<file path="config.mk">
export PLATFORM = sky130hd
export DESIGN_NAME = positional_list_store_unit
export DESIGN_NICKNAME = d
export VERILOG_FILES = /design/src/rtl/plst_pkg.sv /design/src/rtl/plst_ram.sv /design/src/rtl/plst_ctrl.sv /design/src/rtl/positional_list_store_unit.sv
export VERILOG_INCLUDE_DIRS = /design/src /design/src/rtl
export SDC_FILE = /design/constraint.sdc
export NUM_CORES = 2
export LEC_CHECK = 0
export ABC_AREA = 1
export BUFFER_PORTS_ARGS = -buffer_cell sky130_fd_sc_hd__buf_4
export CORE_MARGIN = 10
export CORE_UTILIZATION = 30
export DETAILED_ROUTE_END_ITERATION = 16
export PLACE_DENSITY = 0.49
export RECOVER_POWER = 50
export SYNTH_ARGS = -nofsm -noshare
export SYNTH_HDL_FRONTEND = slang
export SYNTH_SLANG_ARGS = --single-unit
</file>
<file path="constraint.sdc">
create_clock -name aclk -period 4.4 [get_ports aclk]
set_input_delay 0.66 -clock aclk [delete_from_list [all_inputs] [get_ports aclk]]
set_output_delay 0.66 -clock aclk [all_outputs]
set_load 0.02 [all_outputs]
</file>
<file path="src/rtl/positional_list_store_unit_assert.svh">
// Assertion macros shared by the list store RTL.
// Used by plst_ctrl; depends on nothing else.
`ifndef POSITIONAL_LIST_STORE_UNIT_ASSERT_SVH
`define POSITIONAL_LIST_STORE_UNIT_ASSERT_SVH

// Same-cycle implication, disabled while reset is asserted.
`define PLST_ASSERT_IMP(name, clk, rstn, ante, cons) \
    name: assert property (@(posedge clk) disable iff (!rstn) (ante) |-> (cons)) \
        else $error("plst assertion failed");

// Next-cycle implication, disabled while reset is asserted.
`define PLST_ASSERT_NXT(name, clk, rstn, ante, cons) \
    name: assert property (@(posedge clk) disable iff (!rstn) (ante) |=> (cons)) \
        else $error("plst assertion failed");

`endif

</file>
<file path="src/rtl/plst_pkg.sv">
// Package for the positional list store: sizes, request kinds, status codes
// and the structs passed between the controller, the RAM and the top level.
// Depends on nothing.
package plst_pkg;

    localparam int CAPACITY = 64;

    localparam int DATA_W = 32;
    localparam int KIND_W = 3;
    localparam int POS_W  = 6;
    localparam int LEN_W  = 7;
    localparam int STAT_W = 2;

    localparam int ADDR_W = (CAPACITY > 1) ? $clog2(CAPACITY) : 1;
    localparam int CNT_W  = $clog2(CAPACITY + 1);
    localparam int CMP_W  = (CNT_W > POS_W) ? CNT_W : POS_W;

    localparam int S_TDATA_W = ((POS_W + DATA_W + 7) / 8) * 8;
    localparam int M_TDATA_W = ((DATA_W + LEN_W + STAT_W + 7) / 8) * 8;

    // Request kinds.
    localparam logic [KIND_W-1:0] KIND_INSERT = 3'd0;
    localparam logic [KIND_W-1:0] KIND_APPEND = 3'd1;
    localparam logic [KIND_W-1:0] KIND_DELETE = 3'd2;
    localparam logic [KIND_W-1:0] KIND_READ   = 3'd3;
    localparam logic [KIND_W-1:0] KIND_CLEAR  = 3'd4;

    // Result status codes.
    localparam logic [STAT_W-1:0] STAT_OK       = 2'd0;
    localparam logic [STAT_W-1:0] STAT_FULL     = 2'd1;
    localparam logic [STAT_W-1:0] STAT_PAST_END = 2'd2;
    localparam logic [STAT_W-1:0] STAT_EMPTY    = 2'd3;

    typedef struct packed {
        logic [KIND_W-1:0]        kind;
        logic [POS_W-1:0]         position;
        logic signed [DATA_W-1:0] value;
    } request_t;

    typedef struct packed {
        logic signed [DATA_W-1:0] read_value;
        logic [LEN_W-1:0]         length;
        logic [STAT_W-1:0]        status;
    } result_t;

    typedef struct packed {
        logic              we;
        logic [ADDR_W-1:0] waddr;
        logic [DATA_W-1:0] wdata;
        logic [ADDR_W-1:0] raddr;
    } ram_req_t;

endpackage

</file>
<file path="src/rtl/plst_ram.sv">
// Generic simple dual-port RAM: one write port, one read port with registered data.
// Depends on nothing.
module plst_ram #(
    parameter int DEPTH  = 64,
    parameter int WIDTH  = 32,
    parameter int ADDR_W = (DEPTH > 1) ? $clog2(DEPTH) : 1
) (
    input  logic              aclk,
    input  logic              we,
    input  logic [ADDR_W-1:0] waddr,
    input  logic [WIDTH-1:0]  wdata,
    input  logic [ADDR_W-1:0] raddr,
    output logic [WIDTH-1:0]  rdata
);

    logic [WIDTH-1:0] mem [DEPTH];
    logic [WIDTH-1:0] rdata_reg;

    // Write port and registered read port.
    always_ff @(posedge aclk) begin
        if (we) begin
            mem[waddr] <= wdata;
        end
        rdata_reg <= mem[raddr];
    end

    assign rdata = rdata_reg;

endmodule

</file>
<file path="src/rtl/plst_ctrl.sv">
// Sequencer of the list store: decodes requests, runs the one-entry-per-cycle
// shift through the entry RAM and produces one result per request.
// Depends on plst_pkg and positional_list_store_unit_assert.svh.
`include "positional_list_store_unit_assert.svh"

module plst_ctrl (
    input  logic                            aclk,
    input  logic                            aresetn,
    input  logic                            req_valid,
    output logic                            req_ready,
    input  plst_pkg::request_t              req,
    output plst_pkg::ram_req_t              ram_req,
    input  logic [plst_pkg::DATA_W-1:0]     ram_rdata,
    output logic                            res_valid,
    input  logic                            res_take,
    output plst_pkg::result_t               res
);

    localparam int ADDR_W = plst_pkg::ADDR_W;
    localparam int CNT_W  = plst_pkg::CNT_W;
    localparam int CMP_W  = plst_pkg::CMP_W;
    localparam int DATA_W = plst_pkg::DATA_W;
    localparam int LEN_W  = plst_pkg::LEN_W;
    localparam int STAT_W = plst_pkg::STAT_W;

    localparam logic [CNT_W-1:0] CNT_FULL = CNT_W'(plst_pkg::CAPACITY);

    localparam logic [1:0] ST_IDLE  = 2'd0;
    localparam logic [1:0] ST_MOVE  = 2'd1;
    localparam logic [1:0] ST_FETCH = 2'd2;
    localparam logic [1:0] ST_DONE  = 2'd3;

    logic [1:0]               state_reg,    state_next;
    logic [CNT_W-1:0]         count_reg,    count_next;
    logic                     rd_go_reg,    rd_go_next;
    logic                     fly_reg,      fly_next;
    logic                     up_reg,       up_next;
    logic [ADDR_W-1:0]        rd_ptr_reg,   rd_ptr_next;
    logic [ADDR_W-1:0]        last_ptr_reg, last_ptr_next;
    logic [ADDR_W-1:0]        fly_addr_reg, fly_addr_next;
    logic [ADDR_W-1:0]        ins_pos_reg,  ins_pos_next;
    logic signed [DATA_W-1:0] ins_val_reg,  ins_val_next;
    logic signed [DATA_W-1:0] rd_val_reg,   rd_val_next;
    logic [STAT_W-1:0]        status_reg,   status_next;

    logic [CMP_W-1:0]  cnt_c;
    logic [CMP_W-1:0]  pos_c;
    logic [CNT_W-1:0]  cnt_m1;
    logic [ADDR_W-1:0] pos_a;
    logic [ADDR_W-1:0] tail_a;
    logic [ADDR_W-1:0] last_a;
    logic [ADDR_W-1:0] place_a;
    logic [ADDR_W-1:0] look_a;

    // Position and count compared at a common width.
    always_comb begin
        cnt_c   = CMP_W'(count_reg);
        pos_c   = CMP_W'(req.position);
        cnt_m1  = count_reg - CNT_W'(1);
        pos_a   = ADDR_W'(req.position);
        tail_a  = count_reg[ADDR_W-1:0];
        last_a  = cnt_m1[ADDR_W-1:0];
        place_a = ((req.kind == plst_pkg::KIND_APPEND) || (pos_c > cnt_c)) ? tail_a : pos_a;
        look_a  = (pos_c >= cnt_c) ? last_a : pos_a;
    end

    // Request decode and shift sequencing.
    always_comb begin
        state_next    = state_reg;
        count_next    = count_reg;
        rd_go_next    = rd_go_reg;
        fly_next      = fly_reg;
        up_next       = up_reg;
        rd_ptr_next   = rd_ptr_reg;
        last_ptr_next = last_ptr_reg;
        fly_addr_next = fly_addr_reg;
        ins_pos_next  = ins_pos_reg;
        ins_val_next  = ins_val_reg;
        rd_val_next   = rd_val_reg;
        status_next   = status_reg;

        ram_req.we    = 1'b0;
        ram_req.waddr = fly_addr_reg;
        ram_req.wdata = ram_rdata;
        ram_req.raddr = rd_ptr_reg;

        req_ready = (state_reg == ST_IDLE);
        res_valid = (state_reg == ST_DONE);

        case (state_reg)
            ST_IDLE: begin
                ram_req.raddr = look_a;
                if (req_valid) begin
                    rd_val_next = '0;
                    status_next = plst_pkg::STAT_OK;
                    state_next  = ST_DONE;
                    case (req.kind)
                        plst_pkg::KIND_INSERT, plst_pkg::KIND_APPEND: begin
                            if (count_reg == CNT_FULL) begin
                                status_next = plst_pkg::STAT_FULL;
                            end else if (place_a == tail_a) begin
                                // Placing at the tail needs no shift.
                                ram_req.we    = 1'b1;
                                ram_req.waddr = place_a;
                                ram_req.wdata = req.value;
                                count_next    = count_reg + CNT_W'(1);
                            end else begin
                                rd_ptr_next   = last_a;
                                last_ptr_next = place_a;
                                ins_pos_next  = place_a;
                                ins_val_next  = req.value;
                                rd_go_next    = 1'b1;
                                up_next       = 1'b1;
                                state_next    = ST_MOVE;
                            end
                        end
                        plst_pkg::KIND_DELETE: begin
                            if (pos_c >= cnt_c) begin
                                status_next = plst_pkg::STAT_PAST_END;
                            end else if (pos_a == last_a) begin
                                count_next = cnt_m1;
                            end else begin
                                rd_ptr_next   = pos_a + ADDR_W'(1);
                                last_ptr_next = last_a;
                                rd_go_next    = 1'b1;
                                up_next       = 1'b0;
                                state_next    = ST_MOVE;
                            end
                        end
                        plst_pkg::KIND_READ: begin
                            if (count_reg == '0) begin
                                status_next = plst_pkg::STAT_EMPTY;
                            end else begin
                                state_next = ST_FETCH;
                            end
                        end
                        plst_pkg::KIND_CLEAR: begin
                            count_next = '0;
                        end
                        default: begin
                        end
                    endcase
                end
            end

            ST_MOVE: begin
                // Issue the next read of the shift, one entry per cycle.
                fly_next = rd_go_reg;
                if (rd_go_reg) begin
                    fly_addr_next = rd_ptr_reg;
                    if (rd_ptr_reg == last_ptr_reg) begin
                        rd_go_next = 1'b0;
                    end else if (up_reg) begin
                        rd_ptr_next = rd_ptr_reg - ADDR_W'(1);
                    end else begin
                        rd_ptr_next = rd_ptr_reg + ADDR_W'(1);
                    end
                end
                // Write back the entry read last cycle one place over.
                if (fly_reg) begin
                    ram_req.we    = 1'b1;
                    ram_req.waddr = up_reg ? (fly_addr_reg + ADDR_W'(1))
                                           : (fly_addr_reg - ADDR_W'(1));
                end
                // Shift finished: place the new value or drop the last entry.
                if (!rd_go_reg && !fly_reg) begin
                    if (up_reg) begin
                        ram_req.we    = 1'b1;
                        ram_req.waddr = ins_pos_reg;
                        ram_req.wdata = ins_val_reg;
                        count_next    = count_reg + CNT_W'(1);
                    end else begin
                        count_next = cnt_m1;
                    end
                    state_next = ST_DONE;
                end
            end

            ST_FETCH: begin
                rd_val_next = ram_rdata;
                state_next  = ST_DONE;
            end

            ST_DONE: begin
                if (res_take) begin
                    state_next = ST_IDLE;
                end
            end

            default: begin
                state_next = ST_IDLE;
            end
        endcase
    end

    // Control state.
    always_ff @(posedge aclk) begin
        if (!aresetn) begin
            state_reg <= ST_IDLE;
            count_reg <= '0;
            rd_go_reg <= 1'b0;
            fly_reg   <= 1'b0;
        end else begin
            state_reg <= state_next;
            count_reg <= count_next;
            rd_go_reg <= rd_go_next;
            fly_reg   <= fly_next;
        end
    end

    // Pointers and payload.
    always_ff @(posedge aclk) begin
        up_reg       <= up_next;
        rd_ptr_reg   <= rd_ptr_next;
        last_ptr_reg <= last_ptr_next;
        fly_addr_reg <= fly_addr_next;
        ins_pos_reg  <= ins_pos_next;
        ins_val_reg  <= ins_val_next;
        rd_val_reg   <= rd_val_next;
        status_reg   <= status_next;
    end

    assign res.read_value = rd_val_reg;
    assign res.length     = LEN_W'(count_reg);
    assign res.status     = status_reg;

    // The count never exceeds the capacity.
    `PLST_ASSERT_IMP(a_count_bound, aclk, aresetn, 1'b1, count_reg <= CNT_FULL)
    // A shift write never lands on the entry being read in the same cycle.
    `PLST_ASSERT_IMP(a_shift_no_overlap, aclk, aresetn, (state_reg == ST_MOVE) && ram_req.we && rd_go_reg, ram_req.waddr != ram_req.raddr)
    // An accepted request always leaves the idle state.
    `PLST_ASSERT_NXT(a_accept_busy, aclk, aresetn, req_valid && req_ready, state_reg != ST_IDLE)
    // A read is only fetched from a list that holds entries.
    `PLST_ASSERT_IMP(a_fetch_nonempty, aclk, aresetn, state_reg == ST_FETCH, count_reg != '0)

endmodule

</file>
<file path="src/rtl/positional_list_store_unit.sv">
// Positional list store: an ordered list of signed 32-bit entries in one RAM,
// built from plst_ctrl and plst_ram, with sizes and codes from plst_pkg.
// Tail appends, last-entry deletes, clears and rejected requests go straight to a
// result; a read first fetches its entry, a shift first moves each entry one place.
// One request at a time: the next is taken once the result enters the output register,
// which waits on m_tready. aresetn (synchronous) empties the list and drops any result.
module positional_list_store_unit (
    input  logic                               aclk,
    input  logic                               aresetn,
    input  logic                               s_tvalid,
    output logic                               s_tready,
    input  logic [plst_pkg::S_TDATA_W-1:0]     s_tdata,   // position, value, zero pad
    input  logic [plst_pkg::KIND_W-1:0]        s_tuser,   // kind
    output logic                               m_tvalid,
    input  logic                               m_tready,
    output logic [plst_pkg::M_TDATA_W-1:0]     m_tdata    // read_value, length, status, zero pad
);

    localparam int POS_W     = plst_pkg::POS_W;
    localparam int DATA_W    = plst_pkg::DATA_W;
    localparam int M_TDATA_W = plst_pkg::M_TDATA_W;

    plst_pkg::request_t req;
    plst_pkg::ram_req_t ram_req;
    plst_pkg::result_t  res;
    logic [DATA_W-1:0]  ram_rdata;
    logic               res_valid;
    logic               res_take;

    logic                 m_tvalid_reg, m_tvalid_next;
    logic [M_TDATA_W-1:0] m_tdata_reg,  m_tdata_next;

    // Unpack the input transfer.
    assign req.kind     = s_tuser;
    assign req.position = s_tdata[POS_W-1:0];
    assign req.value    = s_tdata[POS_W +: DATA_W];

    plst_ctrl u_ctrl (
        .aclk      (aclk),
        .aresetn   (aresetn),
        .req_valid (s_tvalid),
        .req_ready (s_tready),
        .req       (req),
        .ram_req   (ram_req),
        .ram_rdata (ram_rdata),
        .res_valid (res_valid),
        .res_take  (res_take),
        .res       (res)
    );

    plst_ram #(
        .DEPTH  (plst_pkg::CAPACITY),
        .WIDTH  (DATA_W),
        .ADDR_W (plst_pkg::ADDR_W)
    ) u_ram (
        .aclk  (aclk),
        .we    (ram_req.we),
        .waddr (ram_req.waddr),
        .wdata (ram_req.wdata),
        .raddr (ram_req.raddr),
        .rdata (ram_rdata)
    );

    // Output register: loads a finished result whenever it is empty or draining.
    always_comb begin
        res_take      = res_valid && (!m_tvalid_reg || m_tready);
        m_tvalid_next = m_tvalid_reg;
        m_tdata_next  = m_tdata_reg;
        if (res_take) begin
            m_tvalid_next = 1'b1;
            m_tdata_next  = M_TDATA_W'({res.status, res.length, res.read_value});
        end else if (m_tready) begin
            m_tvalid_next = 1'b0;
        end
    end

    always_ff @(posedge aclk) begin
        if (!aresetn) begin
            m_tvalid_reg <= 1'b0;
        end else begin
            m_tvalid_reg <= m_tvalid_next;
        end
    end

    always_ff @(posedge aclk) begin
        m_tdata_reg <= m_tdata_next;
    end

    assign m_tvalid = m_tvalid_reg;
    assign m_tdata  = m_tdata_reg;

endmodule

</file>
==> After elaboration in Yosys (flattened, before gate mapping) <==
Memory sizes are Yosys's and may differ from the RTL's. A register that Yosys moved wholly into a read port is not among the register bits.
Index checks and enable logic that the tools add are counted.
{ "classes": {"mux": 68, "eq_ne": 28, "bitwise_logic": 2, "addsub": 7, "n_reduce_logical": 24, "order_cmp": 2} }
{ "ops": {"columns": ["operator", "count"], "rows": [
  ["2-to-1 mux 39 bit", 6],
  ["2-to-1 mux 6 bit", 16],
  ["one-hot mux 39 bit (2 select lines)", 1],
  ["one-hot mux 32 bit (2 select lines)", 1],
  ["2-to-1 mux 7 bit", 8],
  ["one-hot mux 6 bit (2 select lines)", 3],
  ["2-to-1 mux 32 bit", 1],
  ["one-hot mux 7 bit (3 select lines)", 1],
  ["adder 6 x 1 -> 6 bit (second input constant)", 3],
  ["== test 6 bit", 3],
  ["2-to-1 mux 2 bit", 9],
  ["2-to-1 mux 1 bit", 15],
  ["one-hot mux 7 bit (2 select lines)", 1],
  ["AND reduction 7 bit", 2],
  ["!= test 2 bit (second input constant)", 6],
  ["!= test 3 bit (second input constant)", 4],
  ["one-hot mux 2 bit (3 select lines)", 2],
  ["subtractor 6 x 1 -> 6 bit (second input constant)", 2],
  ["AND reduction 9 bit", 1],
  ["one-hot mux 2 bit (4 select lines)", 1],
  ["AND reduction 8 bit", 1],
  ["nonzero test 2 bit", 4],
  ["adder 7 x 1 -> 7 bit (second input constant)", 1],
  ["== test 7 bit (second input constant)", 1],
  ["24 further kinds", 38]
]} }
{ "totals": {"out_inout_bits": 50, "n_memories": 1, "reg_bits": 144, "wordCells": 146, "ramBits": 2048} }
{ "mem_list": {"columns": ["name", "depth", "width", "rd", "rd_ports_with_merged_regs", "write_ports", "line_no", "source"], "rows": [
  ["u_ram.mem", 64, 32, 1, 1, 1, "plst_ram.sv:16", "logic [WIDTH-1:0] mem [DEPTH];"]
]} }

==> Longest topological paths before layout <==
{ "logic_depth": {"depth_word": 11, "mapped_depth": 22} }

==> Modules after synthesis <==
From an unflattened synthesis, not the netlist that was laid out.
{ "hier_totals": {"cells_unflattened": 7639, "area_unflattened_um2": 90603.1} }
{ "modules_own_cells": {"columns": ["module", "seq_area_each_um2", "cells_each", "area_each_um2", "n_inst"], "rows": [
  ["plst_ram", 62139.6, 6785, 82785.6, 1],
  ["plst_ctrl", 2952.8, 798, 6478.7, 1],
  ["positional_list_store_unit", 1251.2, 56, 1338.8, 1]
]} }

==> Worst setup path after synthesis <==
Ideal clock, no wire load.
{ "synth_timing": {"kind": "input -> register", "startpoint": "input port s_tdata[5] (netlist bit)", "endpoint": "memory u_ram.mem[0][31] (data pin)", "slack_ns": -0.151, "setup_ns": 0.567, "cell_stages": 15, "n_path_buf": 2, "arrival_ns": 3.984, "t_required_ns": 3.833, "path_cell_list": "ha_1 > inv_1 > nor3_2 > nand2_1 > nand2_1 > nand2_2 > buf_6 > nand4_1 > nand2_1 > nor2_2 > nand2_2 > nor2_4 > buf_6 > a21oi_1 > o221ai_1"} }
{ "synth_lines": {"columns": ["item", "line_no", "source"], "rows": [
  ["start, declared", "positional_list_store_unit.sv:12", "input logic [plst_pkg::S_TDATA_W-1:0] s_tdata,"],
  ["end, declared", "plst_ram.sv:16", null]
]} }

==> Worst setup path in the final report <==
{ "layout_timing": {"startpoint": "register u_ctrl.count_reg[2], in the netlist u_ctrl.cnt_c[2]", "endpoint": "register u_ram.rdata_reg[9], in the netlist u_ram.rdata[9], read port of u_ram.mem"} }
{ "layout_via": {"elab_chain_cells": 3, "elab_cells_between_ends": 4, "cone_classes": "1 x add/sub; 1 x order compare; 2 x mux"} }
{ "layout_rtl": {"columns": ["item", "line_no", "source"], "rows": [
  ["start, declared", "plst_ctrl.sv:34", "logic [CNT_W-1:0] count_reg, count_next;"],
  ["start signal, assigned", "plst_ctrl.sv:205", "count_reg <= count_next;"],
  ["subtractor 7 x 1 -> 7 bit / >= comparator 6 x 7 -> 1 bit (equally long branches)", "plst_ctrl.sv:59, plst_ctrl.sv:64", null],
  ["2-to-1 mux 6 bit *", "plst_ctrl.sv:64", "look_a = (pos_c >= cnt_c) ? last_a : pos_a;"],
  ["2-to-1 mux 6 bit *", "plst_ctrl.sv:90", "case (state_reg)"],
  ["end, declared", "plst_ram.sv:17", "logic [WIDTH-1:0] rdata_reg;"]
]} }
Every way passes the cells marked *; elsewhere a longest branch is shown, timed or not.
A chain may end at the register's enable or synchronous reset.

==> impl_metrics.py <==
metrics = {
    "worst_setup_path": {
        "arrival_ns": 5.07,
        "crit_type": "register to register",
        "timing.reg2reg.setup_slack_ns": 0.17,
        "rr_worst_depth": 21,
        "cp.required_ns": 5.25,
        "start_kind": "register",
        "path_max_fanout": 30,
        "r2r-start": "u_ctrl.cnt_c[2]",
        "regToRegEndpoint": "u_ram.rdata[9]",
        "endpoint_kind": "register",
    },
    "hold_path": {
        "min_path_type": "input pin to register",
        "hold_path_end": "u_ctrl.cnt_c[1]",
        "worstHoldStart": "aresetn",
        "hold_depth": 3,
    },
    "timing": {
        "min_period_over_period_pct": 96.1,
        "tightest_slew_ns": 2.22,
        "fin_skew_ns": 0.0593,
        "finalSetupTns_ns": 0,
        "finalHoldViolations": 0,
        "rsz0062_at_grt": "no",
        "slew_violations": 75,
        "fmax_ghz": 0.237,
        "setup_violations": 0,
        "maxSlewHeadroom_pct": -48.2,
        "timing.final.crit_period_ns": 4.23,
    },
    "grt": {
        "overflow": 0,
        "grt_pass1_wl_mm": 431,
        "grt_pass1_vias": 60200,
        "antenna_found_initial": 8,
        "grt_max_degree": 103,
        "grt_use_total_pct": 17.1,
    },
    "placement": {
        "place_congestion": 0.833,
        "placed_cell_area_um2": 105000,
        "hpwl_mm": 179,
        "port_buffers": 87,
    },
    "detailed_routing": {
        "routedWlPerCell_um": 22.9,
        "drtPass1Iterations": 6,
        "post-route-drc-count": 0,
        "drt-total-wl_mm": 302,
        "ant_nets": 0,
        "drt_iter0_drc": 6418,
        "via_per_inst": 4.83,
        "vias": 63500,
    },
    "cells_and_area": {
        "largest_reg_flops": 2048,
        "final_util_pct": 35.6,
        "fin_area_um2": 112000,
        "syn_to_final_growth_pct": 18.2,
        "drive_above_1_share_pct": 12.4,
        "nets": 8883,
    },
    "clocking": {
        "path_clk_slew_ns": 0.06,
        "cts_tree": "yes",
        "cts_buffers": 233,
        "clk_path_buf_depth": 4,
        "postCtsSetupBuffers": 0,
        "root_buffer": "clkbuf_16",
        "clock_latency_ns": 0.91,
        "cts_sinks": 2224,
        "h-tree-depth": 4,
    },
    "yosys": {
        "yosysMostFrequentCell": "edfxtp_1",
        "avgSynthCellArea_um2": 11.2,
        "ys_warn_count": 0,
        "synth_largest_area_cell": "edfxtp_1",
        "synth_top_area_share_pct": 68.9,
        "synthesis.area_um2": 95000,
        "synth_flop_cell": "edfxtp_1",
        "async_flop_share_pct": 0,
        "syn_inst": 8491,
        "synth_top_cells_by_area": "edfxtp_1, nand2_1, nand3_1, inv_1, o211ai_1",
        "synth_edf_count": 2180,
        "synth_seq_area_share_pct": 69.8,
        "synthTopCellsByCount": "edfxtp_1, nand2_1, nand3_1",
        "synth_cell_types": 51,
        "ys_seq_elements": 2224,
    },
    "run_status": {
        "violations": "capacitance limit, slew limit",
        "outcome": "finished, violations left",
    },
    "floorplanning": {
        "die_h_um": 583,
        "io-pin-count": 97,
        "core-area_um2": 315000,
        "start_util_pct": 30.1,
        "die_area_um2": 340000,
        "dieWidth_um": 583,
        "rows": 206,
    },
    "run": {
        "drv_cap": 2,
    },
}
==> worst max-delay path by stage <==
stage	from	to	slack (ns)	cells after the start
finish	u_ctrl.cnt_c[2]	u_ram.rdata[9]	0.17	21
global route	u_ctrl.cnt_c[2]	u_ram.mem[24][30]	0.02	16
CTS	u_ctrl.cnt_c[2]	u_ram.rdata[14]	0.24	21
detailed placement	s_tdata[2]	u_ram.rdata[14]	-0.01	21
global placement	s_tdata[4]	u_ram.mem[19][25]	-0.08	20
floorplan	s_tdata[5]	u_ram.mem[17][0]	0.01	19
==> cells in the final DEF (no fill, tap or decap), types with 131 or more instances in the layout <==
cell type and count:
clkbuf_1 145, edfxtp_1 2180, nand3_1 1437, o211ai_1 325
inv_1 1158, nand2_1 2146, buf_12 186, buf_4 216
or2_2 194, clkbuf_16 237, o21ai_0 131
==> layer usage <==
| metal | track usage, % | routed length (um) |
|---|---|---|
| met5 | 0 | 0 |
| met1 | 24.3 | 135000 |
| met3 | 2.73 | 22200 |
| met2 | 26.7 | 133000 |
| met4 | 5.36 | 11200 |
==> cells by family after synthesis <==
kind of cell,share of synthesized area (%)
AO/OA/AOI/OAI,3.97
XOR/XNOR,0.212
adder cells (fa/ha/maj),0.332
buffers and inverters,7.04
flip-flops,69.8
other,0.00395
AND/OR/NAND/NOR,18.6
==> critical path: stages, from the launching register on <==
cell	delay, ns
dfxtp_1	0.35
inv_1	0.15
ha_1	0.34
a21oi_1	0.16
nand2_1	0.07
nand2_1	0.09
clkbuf_4	0.14
nand3_1	0.08
buf_4	0.19
nand2_1	0.06
o21ai_1	0.07
nand2_1	0.19
nand2_8	0.26
inv_8	0.25
buf_12	0.21
buf_12	0.24
nand3_1	0.13
nand3_1	0.09
nand3_1	0.29
nand3_1	0.36
nand3_1	0.24
nand2_1	0.13
==> per-stage QoR <==
step	worst slack [ns]	hold slack, ns	cells
after floorplan	0.00996	0.400	8497
after global placement	-0.0785	0.409	12700
after detailed placement	-0.0116	0.405	12700
after CTS	0.241	0.000897	13200
after global routing	0.0218	0.0235	13200
final	0.173	0.0607	13200
==> area by class of cell <==
| cell class | instances | area (um2) |
|---|---|---|
| Antenna cell | 4 | 10.0 |
| Clock inverter | 126 | 1250 |
| Tap cell | 4160 | 5200 |
| Inverter | 1168 | 4410 |
| Multi-Input combinational cell | 4614 | 22600 |
| Clock buffer | 290 | 6140 |
| Timing Repair Buffer | 571 | 6340 |
| Fill cell | 30700 | 203000 |
| Sequential cell | 2224 | 66300 |
==> timing repair <==
item	CTS	global route
gates resized for setup	0	2
endpoints found under the hold margin	32	0
hold buffers	32	0
setup endpoints to repair	0	32
Power is left out: the tool's default activity adds up to more than one toggle a clock period on the data nets, which glitch-free logic cannot reach.
